[src/design/sbdft_pkg.sv]
// shared types, constants and functions for the single-bin fourier coefficient block
// no dependencies
package sbdft_pkg;

    localparam int PHASE_BITS_DEF      = 24;
    localparam int TABLE_ADDR_BITS_DEF = 10;
    localparam int MAX_SAMPLES_DEF     = 4194304;

    localparam int STEP_W     = 24;
    localparam int SAMPLE_W   = 16;
    localparam int COEF_W     = 16;
    localparam int AMP_W      = 17;
    localparam int PHASE_W    = 15;
    localparam int CORDIC_N   = 16;
    localparam int IDX_W      = 4;
    localparam int Z_W        = 20;
    localparam int HALF_PI_Q  = 12868;
    localparam logic [63:0] PI_Q30 = 64'd3373259426;

    // commands from controller to datapath
    typedef struct packed {
        logic             take;
        logic             div_start;
        logic             div_step;
        logic             sat_load;
        logic             prep_load;
        logic             iter_step;
        logic [IDX_W-1:0] iter_idx;
        logic             out_load;
    } t_cmd;

    // status from datapath to controller
    typedef struct packed {
        logic close_now;
        logic pipe_busy;
        logic out_busy;
    } t_stat;

    // cordic arctangent steps, q16 radians
    function automatic logic signed [Z_W-1:0] f_atan(input logic [IDX_W-1:0] i);
        logic signed [Z_W-1:0] v;
        case (i)
            4'd0:    v = 20'sd51472;
            4'd1:    v = 20'sd30386;
            4'd2:    v = 20'sd16055;
            4'd3:    v = 20'sd8150;
            4'd4:    v = 20'sd4091;
            4'd5:    v = 20'sd2047;
            4'd6:    v = 20'sd1024;
            4'd7:    v = 20'sd512;
            4'd8:    v = 20'sd256;
            4'd9:    v = 20'sd128;
            4'd10:   v = 20'sd64;
            4'd11:   v = 20'sd32;
            4'd12:   v = 20'sd16;
            4'd13:   v = 20'sd8;
            4'd14:   v = 20'sd4;
            default: v = 20'sd2;
        endcase
        return v;
    endfunction

    // first-quadrant sine in q1.14, taylor series in q30 (elaboration only)
    function automatic logic signed [15:0] f_qsine(input int unsigned j,
                                                   input int unsigned abits);
        logic [63:0] one;
        logic [63:0] x;
        logic [63:0] x2;
        logic [63:0] t;
        logic [63:0] r;
        one = 64'd1 << 30;
        x   = (64'd2 * PI_Q30 * 64'(j)) >> abits;
        x2  = (x * x) >> 30;
        t   = one - x2 / 64'd110;
        t   = one - ((x2 * t) >> 30) / 64'd72;
        t   = one - ((x2 * t) >> 30) / 64'd42;
        t   = one - ((x2 * t) >> 30) / 64'd20;
        t   = one - ((x2 * t) >> 30) / 64'd6;
        r   = (x * t) >> 30;
        r   = (r + (64'd1 << 15)) >> 16;
        if (r > 64'd16384) r = 64'd16384;
        return 16'(r);
    endfunction

endpackage

[src/design/sbdft_ctrl.sv]
// controller state machine for the single-bin fourier coefficient block
// depends on sbdft_pkg
module sbdft_ctrl #(
    parameter int DIV_STEPS = 54
) (
    input  logic           i_clk,
    input  logic           i_rst_n,
    input  logic           i_valid,
    output logic           o_ready,
    input  sbdft_pkg::t_stat i_stat,
    output sbdft_pkg::t_cmd  o_cmd
);

    localparam int CTR_W = $clog2(DIV_STEPS);

    localparam logic [2:0] S_ACC   = 3'd0;
    localparam logic [2:0] S_DRAIN = 3'd1;
    localparam logic [2:0] S_DIV   = 3'd2;
    localparam logic [2:0] S_SAT   = 3'd3;
    localparam logic [2:0] S_PREP  = 3'd4;
    localparam logic [2:0] S_ITER  = 3'd5;
    localparam logic [2:0] S_LOAD  = 3'd6;

    logic [2:0]       r_state;
    logic [2:0]       n_state;
    logic [CTR_W-1:0] r_ctr;
    logic [CTR_W-1:0] n_ctr;

    assign o_ready = (r_state == S_ACC);

    // next state and commands
    always_comb begin
        n_state = r_state;
        n_ctr   = r_ctr;
        o_cmd   = '0;
        o_cmd.iter_idx = r_ctr[sbdft_pkg::IDX_W-1:0];
        case (r_state)
            S_ACC: begin
                if (i_valid) begin
                    o_cmd.take = 1'b1;
                    if (i_stat.close_now) n_state = S_DRAIN;
                end
            end
            S_DRAIN: begin
                if (!i_stat.pipe_busy) begin
                    o_cmd.div_start = 1'b1;
                    n_ctr   = '0;
                    n_state = S_DIV;
                end
            end
            S_DIV: begin
                o_cmd.div_step = 1'b1;
                n_ctr = r_ctr + 1'b1;
                if (r_ctr == CTR_W'(DIV_STEPS - 1)) n_state = S_SAT;
            end
            S_SAT: begin
                o_cmd.sat_load = 1'b1;
                n_state = S_PREP;
            end
            S_PREP: begin
                o_cmd.prep_load = 1'b1;
                n_ctr   = '0;
                n_state = S_ITER;
            end
            S_ITER: begin
                o_cmd.iter_step = 1'b1;
                n_ctr = r_ctr + 1'b1;
                if (r_ctr == CTR_W'(sbdft_pkg::CORDIC_N - 1)) n_state = S_LOAD;
            end
            S_LOAD: begin
                if (!i_stat.out_busy) begin
                    o_cmd.out_load = 1'b1;
                    n_state = S_ACC;
                end
            end
            default: n_state = S_ACC;
        endcase
    end

    // state registers
    always_ff @(posedge i_clk) begin
        if (!i_rst_n) begin
            r_state <= S_ACC;
            r_ctr   <= '0;
        end else begin
            r_state <= n_state;
            r_ctr   <= n_ctr;
        end
    end

endmodule

[config.mk]
export PLATFORM = sky130hd
export DESIGN_NAME = sbdft_ctrl
export DESIGN_NICKNAME = d
export VERILOG_FILES = /design/src/design/sbdft_pkg.sv /design/src/design/sbdft_ctrl.sv
export SDC_FILE = /design/constraint.sdc
export NUM_CORES = 1
export LEC_CHECK = 0
export ABC_AREA = 1
export BUFFER_PORTS_ARGS = -buffer_cell sky130_fd_sc_hd__buf_2
export CAP_MARGIN = 15
export CORE_MARGIN = 10
export CORE_UTILIZATION = 50
export DETAILED_ROUTE_END_ITERATION = 6
export GPL_ROUTABILITY_DRIVEN = 0
export GPL_TIMING_DRIVEN = 0
export PLACE_DENSITY = 0.75
export SYNTH_ARGS = -nofsm -noshare
export SYNTH_HDL_FRONTEND = slang
export SYNTH_SLANG_ARGS = --single-unit
[constraint.sdc]
create_clock -name i_clk -period 2.8 [get_ports i_clk]
set_input_delay 0.28 -clock i_clk [delete_from_list [all_inputs] [get_ports i_clk]]
set_output_delay 0.28 -clock i_clk [all_outputs]
set_load 0.005 [all_outputs]
Word level (Yosys, flattened, before mapping)
Cells that the tools add are included.
{"block": "totals", "out_inout_bits": 12, "n_memories": 0, "word_cells": 41, "input_bits": 6, "mem_bits_rw": 0, "rom_bits": 0, "regBits": 9, "latchBits": 0}
{"block": "classes", "mul": 0, "magnitude_cmp": 0, "div": 0, "n_bitwise": 0, "shifts": 0, "n_eq_ne": 14, "n_addsub": 1, "mux": 19, "reduce_logical": 5}
{"operator": "$pmux 3 s7", "count": 1}
{"operator": "$mux 3", "count": 6}
{"operator": "$pmux 6 s3", "count": 1}
{"operator": "$mux 1", "count": 10}
{"operator": "$ne 2x2->1 const B", "count": 5}
{"operator": "$eq 3x3->1 const B", "count": 3}
{"operator": "$add 6x1->6 const B", "count": 1}
{"operator": "$eq 3x2->1 const B", "count": 2}
{"operator": "$eq 6x4->1 const B", "count": 1}
{"operator": "$eq 6x6->1 const B", "count": 1}
{"operator": "$mux 6", "count": 1}
{"operator": "$reduce_and 6->1", "count": 1}
{"operator": "$eq 3x1->1 const B", "count": 1}
{"operator": "$logic_not 3->1", "count": 1}
{"operator": "$reduce_bool 3->1", "count": 1}
{"operator": "$ne 2x1->1 const B", "count": 1}
{"operator": "$reduce_and 2->1", "count": 1}
{"operator": "$reduce_or 2->1", "count": 1}

Logic depth before layout (Yosys ltp)
Gate-level depths: netlist (run 1).
{"block": "depth", "depth_word": 4, "depth_mapped": 10, "mapped_depth_nobuf": 10}

Worst setup path before layout (run 1)
No wires, ideal clock.
{"block": "synth_timing", "path_kind": "reg2reg", "start": "register r_ctr[0]", "end": "register r_state[1]", "path_slack_ns": 1.557, "stages_incl_launch_ff": 9, "t_arrival_ns": 1.125, "n_path_buf": 0, "period_less_slack_ns": 1.243, "path_cell_list": "dfxtp_1 ha_1 nand2_2 nor2_2 nand2_1 nand2_2 nand2_2 nor3_1 nor2_1"}
{"block": "synth_between", "elab_chain_len": 3, "word_cells_on_any_way": 5, "cone_classes": "eq/ne: 4; reduce/logical: 1"}
{"item": "from (decl)", "line_no": "sbdft_ctrl.sv:26", "text": "logic [CTR_W-1:0] r_ctr;"}
{"item": "from (signal assigned)", "line_no": "sbdft_ctrl.sv:87", "text": "r_ctr <= n_ctr;"}
{"item": "$eq 6x4->1 or $eq 6x6->1 (tied branches)", "line_no": "sbdft_ctrl.sv:68, sbdft_ctrl.sv:54"}
{"item": "$ne 2x2->1 (no line)"}
{"item": "$reduce_and 6->1 (no line) (*)"}
{"item": "to (signal assigned)", "line_no": "sbdft_ctrl.sv:86", "text": "r_state <= n_state;"}
{"item": "to (decl)", "line_no": "sbdft_ctrl.sv:24", "text": "logic [2:0] r_state;"}
Every way passes the cells marked *; elsewhere a longest branch is shown, timed or not.
A chain may end at the register's enable or synchronous reset.

==> impl_metrics.json, run 1 <==
{
  "tns_ns": 0,
  "r2r_start": "r_ctr[0]",
  "final_cell_mix": "buf_2 (17), nor2_1 (16), nand2_1 (14)",
  "arrival_ns": 1.20,
  "path_class": "flip-flop to output pin",
  "ir_worst_vdd_v": 0.000500,
  "holdCritPathClass": "input port to flip-flop",
  "outcome": "complete, no violations",
  "area_growth_pct": 16.8,
  "antenna_found_initial": 0,
  "ctsResizeCount": 0,
  "fin_ws_ns": 1.32,
  "die_x_microns": 59.6,
  "rsz0062_at_grt": "false",
  "max_freq_mhz": 677,
  "cp_max_fo": 8,
  "cts_tree": "yes",
  "clk_pin_slew_worst_paths_ns": 0.06,
  "mappedNetlistArea_sq_um": 783,
  "core-area_sq_mm": 0.00149,
  "r2r_slack_ns": 1.34,
  "crit_end": "o_cmd[10]",
  "final_common_cell": "buf_2",
  "viasPerCell": 5.09,
  "slew_headroom": 0.823,
  "dr.pass1.iters": 4,
  "grt_max_degree": 11,
  "routed_wl_microns": 1680,
  "ctsHoldBuffers": 0,
  "io_pins": 18,
  "cts_setup_buffers": 0,
  "yosys_warnings": 0,
  "htreeDepth": 1,
  "dr_total_vias": 758,
  "required_ns": 2.52,
  "postSynthCellCount": 112,
  "track_usage": 0.106,
  "cap_violations": 0,
  "ys_seq_area_frac": 0.230,
  "fin_nets": 142,
  "end_kind": "output pin",
  "synth_edf_count": 0,
  "crit_cells": 4,
  "critPathBufInv": 2,
  "overflow": 0,
  "synth_fp_nets": 120,
  "drive_gt1_frac": 0.368,
  "antennaDiodeCount": 0,
  "setup-violations-final": 0,
  "io_buffers": 17,
  "drv_slew": 0,
  "cts_inserted_buffers": 3,
  "fin_worst_skew_ns": 0.00424,
  "worst_pin_slew_ns": 0.263,
  "die_h_microns": 59.6,
  "async_reset_ff_frac": 0,
  "place_hpwl_microns": 1380,
  "synth_ff_type": "dfxtp_1",
  "cp_top_family": "simple AND/OR/NAND/NOR gates",
  "avgSynthCellArea_sq_um": 6.99,
  "cp_slowest_cell": "dfxtp_1",
  "cp-startpoint": "r_state[0]",
  "cts.path.max_buffers": 2,
  "start_kind": "flip-flop",
  "post_synth_num_cell_types": 28,
  "clock_sinks": 9,
  "worstRegToRegCells": 8,
  "dieArea_sq_mm": 0.00355,
  "fin_crit_ns": 1.48,
  "finalHoldViolCount": 0,
  "fin_crit_sh": 0.528,
  "initial_core_util": 0.526,
  "r2r_end": "r_state[1]",
  "power.leakage_nw": 0.466,
  "num_rows": 14,
  "final_core_util": 0.614,
  "grt_first_pass_wirelength_microns": 2970,
  "dr.first_iter.drc_count": 7,
  "remaining_drc_errors": 0,
  "cpPeakStageDelay_ns": 0.31,
  "place_worst_setup_slack_ns": 1.36,
  "drtAntennaViolNets": 0,
  "path_cells": "buf_6 -> nor2_1 -> and3_2 -> buf_2",
  "clock_latency_ns": 0.27,
  "post_drt_wl_per_cell_microns": 11.3,
  "cts_root_buf": "clkbuf_4",
  "ys_ff_latch": 9,
  "p_per_area_mw_per_mm2": 1110,
  "grt_pass1_vias": 709
}
metal layers:
metal	routed length (microns)	track usage	vias to the layer above
li1	-	-	397
met1	740	0.122	342
met2	796	0.168	15
met3	111	0.0343	4
met4	31	0.0577	0
met5	0	0	-
cells in the mapped netlist, types with 2 or more instances:
master	n	area share
inv_2	3	0.014
inv_4	2	0.016
o21bai_1	3	0.029
dfxtp_1	9	0.23
inv_1	13	0.062
nand3_2	2	0.026
nand3_1	13	0.083
nand2_2	4	0.032
nor2_4	2	0.029
nor3_1	3	0.019
nand2_1	14	0.067
nand2_4	2	0.029
buf_4	4	0.038
ha_1	2	0.032
a21oi_1	3	0.019
o21ai_0	4	0.026
nor2_1	16	0.077
buf_6	3	0.043
flip-flops by register name, indices dropped and copies added, names as in the netlist:
| signal | cells |
|---|---|
| r_state | 3 |
| r_ctr | 6 |
layout make-up:
cell class / count / area, sq um
Inverter: 18 / 72.6
Fill cell: 157 / 574
Multi-Input combinational cell: 78 / 467
Sequential cell: 9 / 180
Tap cell: 16 / 20.0
Timing Repair Buffer: 17 / 85.1
Clock buffer: 4 / 26.3
Buffer: 7 / 63.8
worst min path at each step:
stage                             to  cells past startpoint  startpoint
after global routing      r_state[2]                      3     i_rst_n
after CTS                 r_state[1]                      3     i_rst_n
final                     r_state[1]                      3     i_rst_n
after global placement      r_ctr[3]                      2    r_ctr[3]
after detailed placement    r_ctr[3]                      2    r_ctr[3]
after floorplan           r_state[1]                      2     i_rst_n
logic make-up after synthesis:
| kind of cell | share of synthesized area |
|---|---|
| DFF | 0.230 |
| AOI/OAI and AO/OA | 0.0847 |
| and+or+nand+nor | 0.468 |
| xor gates and xnor gates | 0.0112 |
| buffers and inverters | 0.174 |
| adders and majority gates | 0.0319 |
tightest hold or removal path: cells and delay by family:
family	cells	cell delay, ns
buffers and inverters	1	0.14
and+or+nand+nor	2	0.10
where the power goes:
group          internal, mW  switching [mW]
clock network        0.0551          0.0496
logic                 0.295           0.411
registers             0.166          0.0342
total                 0.516           0.495
stage by stage:
stage | hold slack [ns] | cell area, sq um | cells | power [mW]
global placement | 0.488 | 888 | 145 | 0.896
CTS | 0.290 | 915 | 149 | 1.02
global route | 0.310 | 915 | 149 | 1.12
floorplan | 0.401 | 783 | 112 | 0.765
finish | 0.298 | 915 | 149 | 1.01
detailed placement | 0.502 | 888 | 145 | 0.914
Note: power is estimated with default switching activity, not from simulation.
==> inputs of run 2 (changes only) <==
==> constraint.sdc (replaced) <==
create_clock -name i_clk -period 1.4 [get_ports i_clk]
set_input_delay 0.14 -clock i_clk [delete_from_list [all_inputs] [get_ports i_clk]]
set_output_delay 0.14 -clock i_clk [all_outputs]
set_load 0.005 [all_outputs]
==> run 2 against run 1 <==
  * Largest cell class unchanged
  * Largest power group unchanged
  * Register-to-register slack worse by 1.3 ns
  * Via count increased by 1.5%
  * Critical path depth up 5
==> impl_metrics.json, run 2 (synthesis gave the netlist of run 1 again) <==
{
  "start_kind": "flip-flop",
  "grtUsageMet3": 0.0343,
  "holdPathStages": 3,
  "cts_tree": "yes",
  "tns_ns": 0,
  "worst_pin_slew_ns": 0.277,
  "grt_max_degree": 11,
  "fin_worst_skew_ns": 0.00455,
  "cts_root_buf": "clkbuf_4",
  "io_buffers": 17,
  "max_freq_mhz": 763,
  "arrival_ns": 1.51,
  "cp_common_cell": "nand2_2",
  "required_ns": 1.60,
  "post_drt_wl_per_cell_microns": 11.9,
  "cp_slowest_cell": "dfxtp_4",
  "die_x_microns": 59.6,
  "clock_sinks": 9,
  "die_h_microns": 59.6,
  "final_common_cell": "buf_2",
  "antennaDiodeCount": 0,
  "r2r_start": "r_ctr[0]",
  "cts.path.max_buffers": 2,
  "end_kind": "flip-flop",
  "outcome": "complete, no violations",
  "regMostFlops": "r_ctr",
  "io_pins": 18,
  "holdCritPathClass": "input port to flip-flop",
  "htreeDepth": 1,
  "grt.met1_usage": 0.122,
  "dr_total_vias": 769,
  "rsz0062_at_grt": "true",
  "ctsHoldBuffers": 0,
  "routed_wl_microns": 1790,
  "ir_worst_vdd_v": 0.00103,
  "r2r_end": "r_state[1]",
  "finalHoldViolCount": 0,
  "fin_crit_ns": 1.31,
  "initial_core_util": 0.526,
  "slew_headroom": 0.814,
  "grt_busiest_layer": "met2",
  "met2_usage": 0.168,
  "final_cell_mix": "buf_2 (17), nor2_1 (14), nand3_1 (13), nand2_1 (13), inv_1 (12)",
  "top_regs": "r_ctr: 6 flops, r_state: 3 flops",
  "remaining_drc_errors": 0,
  "dr.pass1.iters": 4,
  "cpPeakStageDelay_ns": 0.40,
  "grt_first_pass_wirelength_microns": 2970,
  "setup-violations-final": 0,
  "p_per_area_mw_per_mm2": 2170,
  "cp-startpoint": "r_ctr[0]",
  "dr.first_iter.drc_count": 13,
  "antenna_found_initial": 0,
  "clk_pin_slew_worst_paths_ns": 0.07,
  "clock_latency_ns": 0.27,
  "grt_pass1_vias": 709,
  "worstRegToRegCells": 9,
  "path_class": "flip-flop to flip-flop",
  "cp_max_fo": 5,
  "cts_inserted_buffers": 3,
  "crit_end": "r_state[1]",
  "core-area_sq_mm": 0.00149,
  "r2r_slack_ns": 0.09,
  "place_hpwl_microns": 1380,
  "drv_slew": 0,
  "overflow": 0,
  "viasPerCell": 5.13,
  "hold_slack_ns": 0.153,
  "power.leakage_nw": 0.473,
  "largest_reg_flops": 6,
  "track_usage": 0.106,
  "cap_violations": 0,
  "dieArea_sq_mm": 0.00355,
  "drive_gt1_frac": 0.455,
  "fin_nets": 143,
  "path_cells": "ha_4 -> nand2_2 -> nor2_4 -> nand2_1 -> nand2_2 -> nand2_2 -> o21bai_1 -> nand2_1 -> nor2_1",
  "area_growth_pct": 24.6,
  "num_rows": 14,
  "drtAntennaViolNets": 0,
  "fin_crit_sh": 0.936
}
-- run 2: power breakdown --
group          total, mW  internal, mW  switching (mW)
combinational       1.47         0.616           0.854
sequential         0.441         0.351          0.0899
clock              0.209         0.110          0.0986
-- run 2: repair_timing --
action                                  CTS  global route
pin swaps                                 0             6
endpoints found under the setup margin    3             5
cloned                                    0             0
resized for setup                         3            13
setup buffers                             0             1
-- run 2: worst max-delay path: cells and delay by family (launching register included) --
family / cells / cell delay, ns
and+or+nand+nor: 7 / 0.54
DFF: 1 / 0.40
adders and majority gates: 1 / 0.15
AOI/OAI and AO/OA: 1 / 0.14
-- run 2: worst min path at each step --
stage | startpoint | slack [ns] | endpoint
2_1_floorplan | i_rst_n | 0.26 | r_state[1]
3_3_place_gp | i_rst_n | 0.43 | r_state[2]
4_1_cts | i_rst_n | 0.15 | r_state[1]
6_report | i_rst_n | 0.15 | r_state[2]
3_5_place_dp | i_rst_n | 0.44 | r_state[1]
5_1_grt | i_rst_n | 0.16 | r_state[2]
-- run 2: final cells by class --
type / instances / area, sq um
tap: 16 / 20.0
inverter: 18 / 72.6
multi-input combinational: 78 / 510
clock buffer: 4 / 26.3
timing repair buffer: 18 / 92.6
fill: 137 / 513
sequential: 9 / 190
buffer: 7 / 63.8
-- run 2: layer usage --
layer / share of wire / up-vias / routed length [microns]
met5: 0 / - / 0
met4: 0.017 / 0 / 31
met3: 0.063 / 4 / 112
met2: 0.48 / 15 / 857
met1: 0.44 / 351 / 787
li1: - / 399 / -
-- run 2: metrics by stage --
| stage | total power [mW] | area [sq um] | utilization | instances | setup slack [ns] |
|---|---|---|---|---|---|
| after floorplan | 1.53 | 783 | - | 112 | 0.157 |
| after global placement | 1.79 | 888 | 0.597 | 145 | 0.0221 |
| after detailed placement | 1.83 | 888 | 0.597 | 145 | -0.0371 |
| after CTS | 2.06 | 920 | 0.618 | 149 | 0.0231 |
| after global routing | 2.32 | 976 | 0.655 | 150 | -0.0655 |
| final | 2.12 | 976 | 0.655 | 150 | 0.0897 |
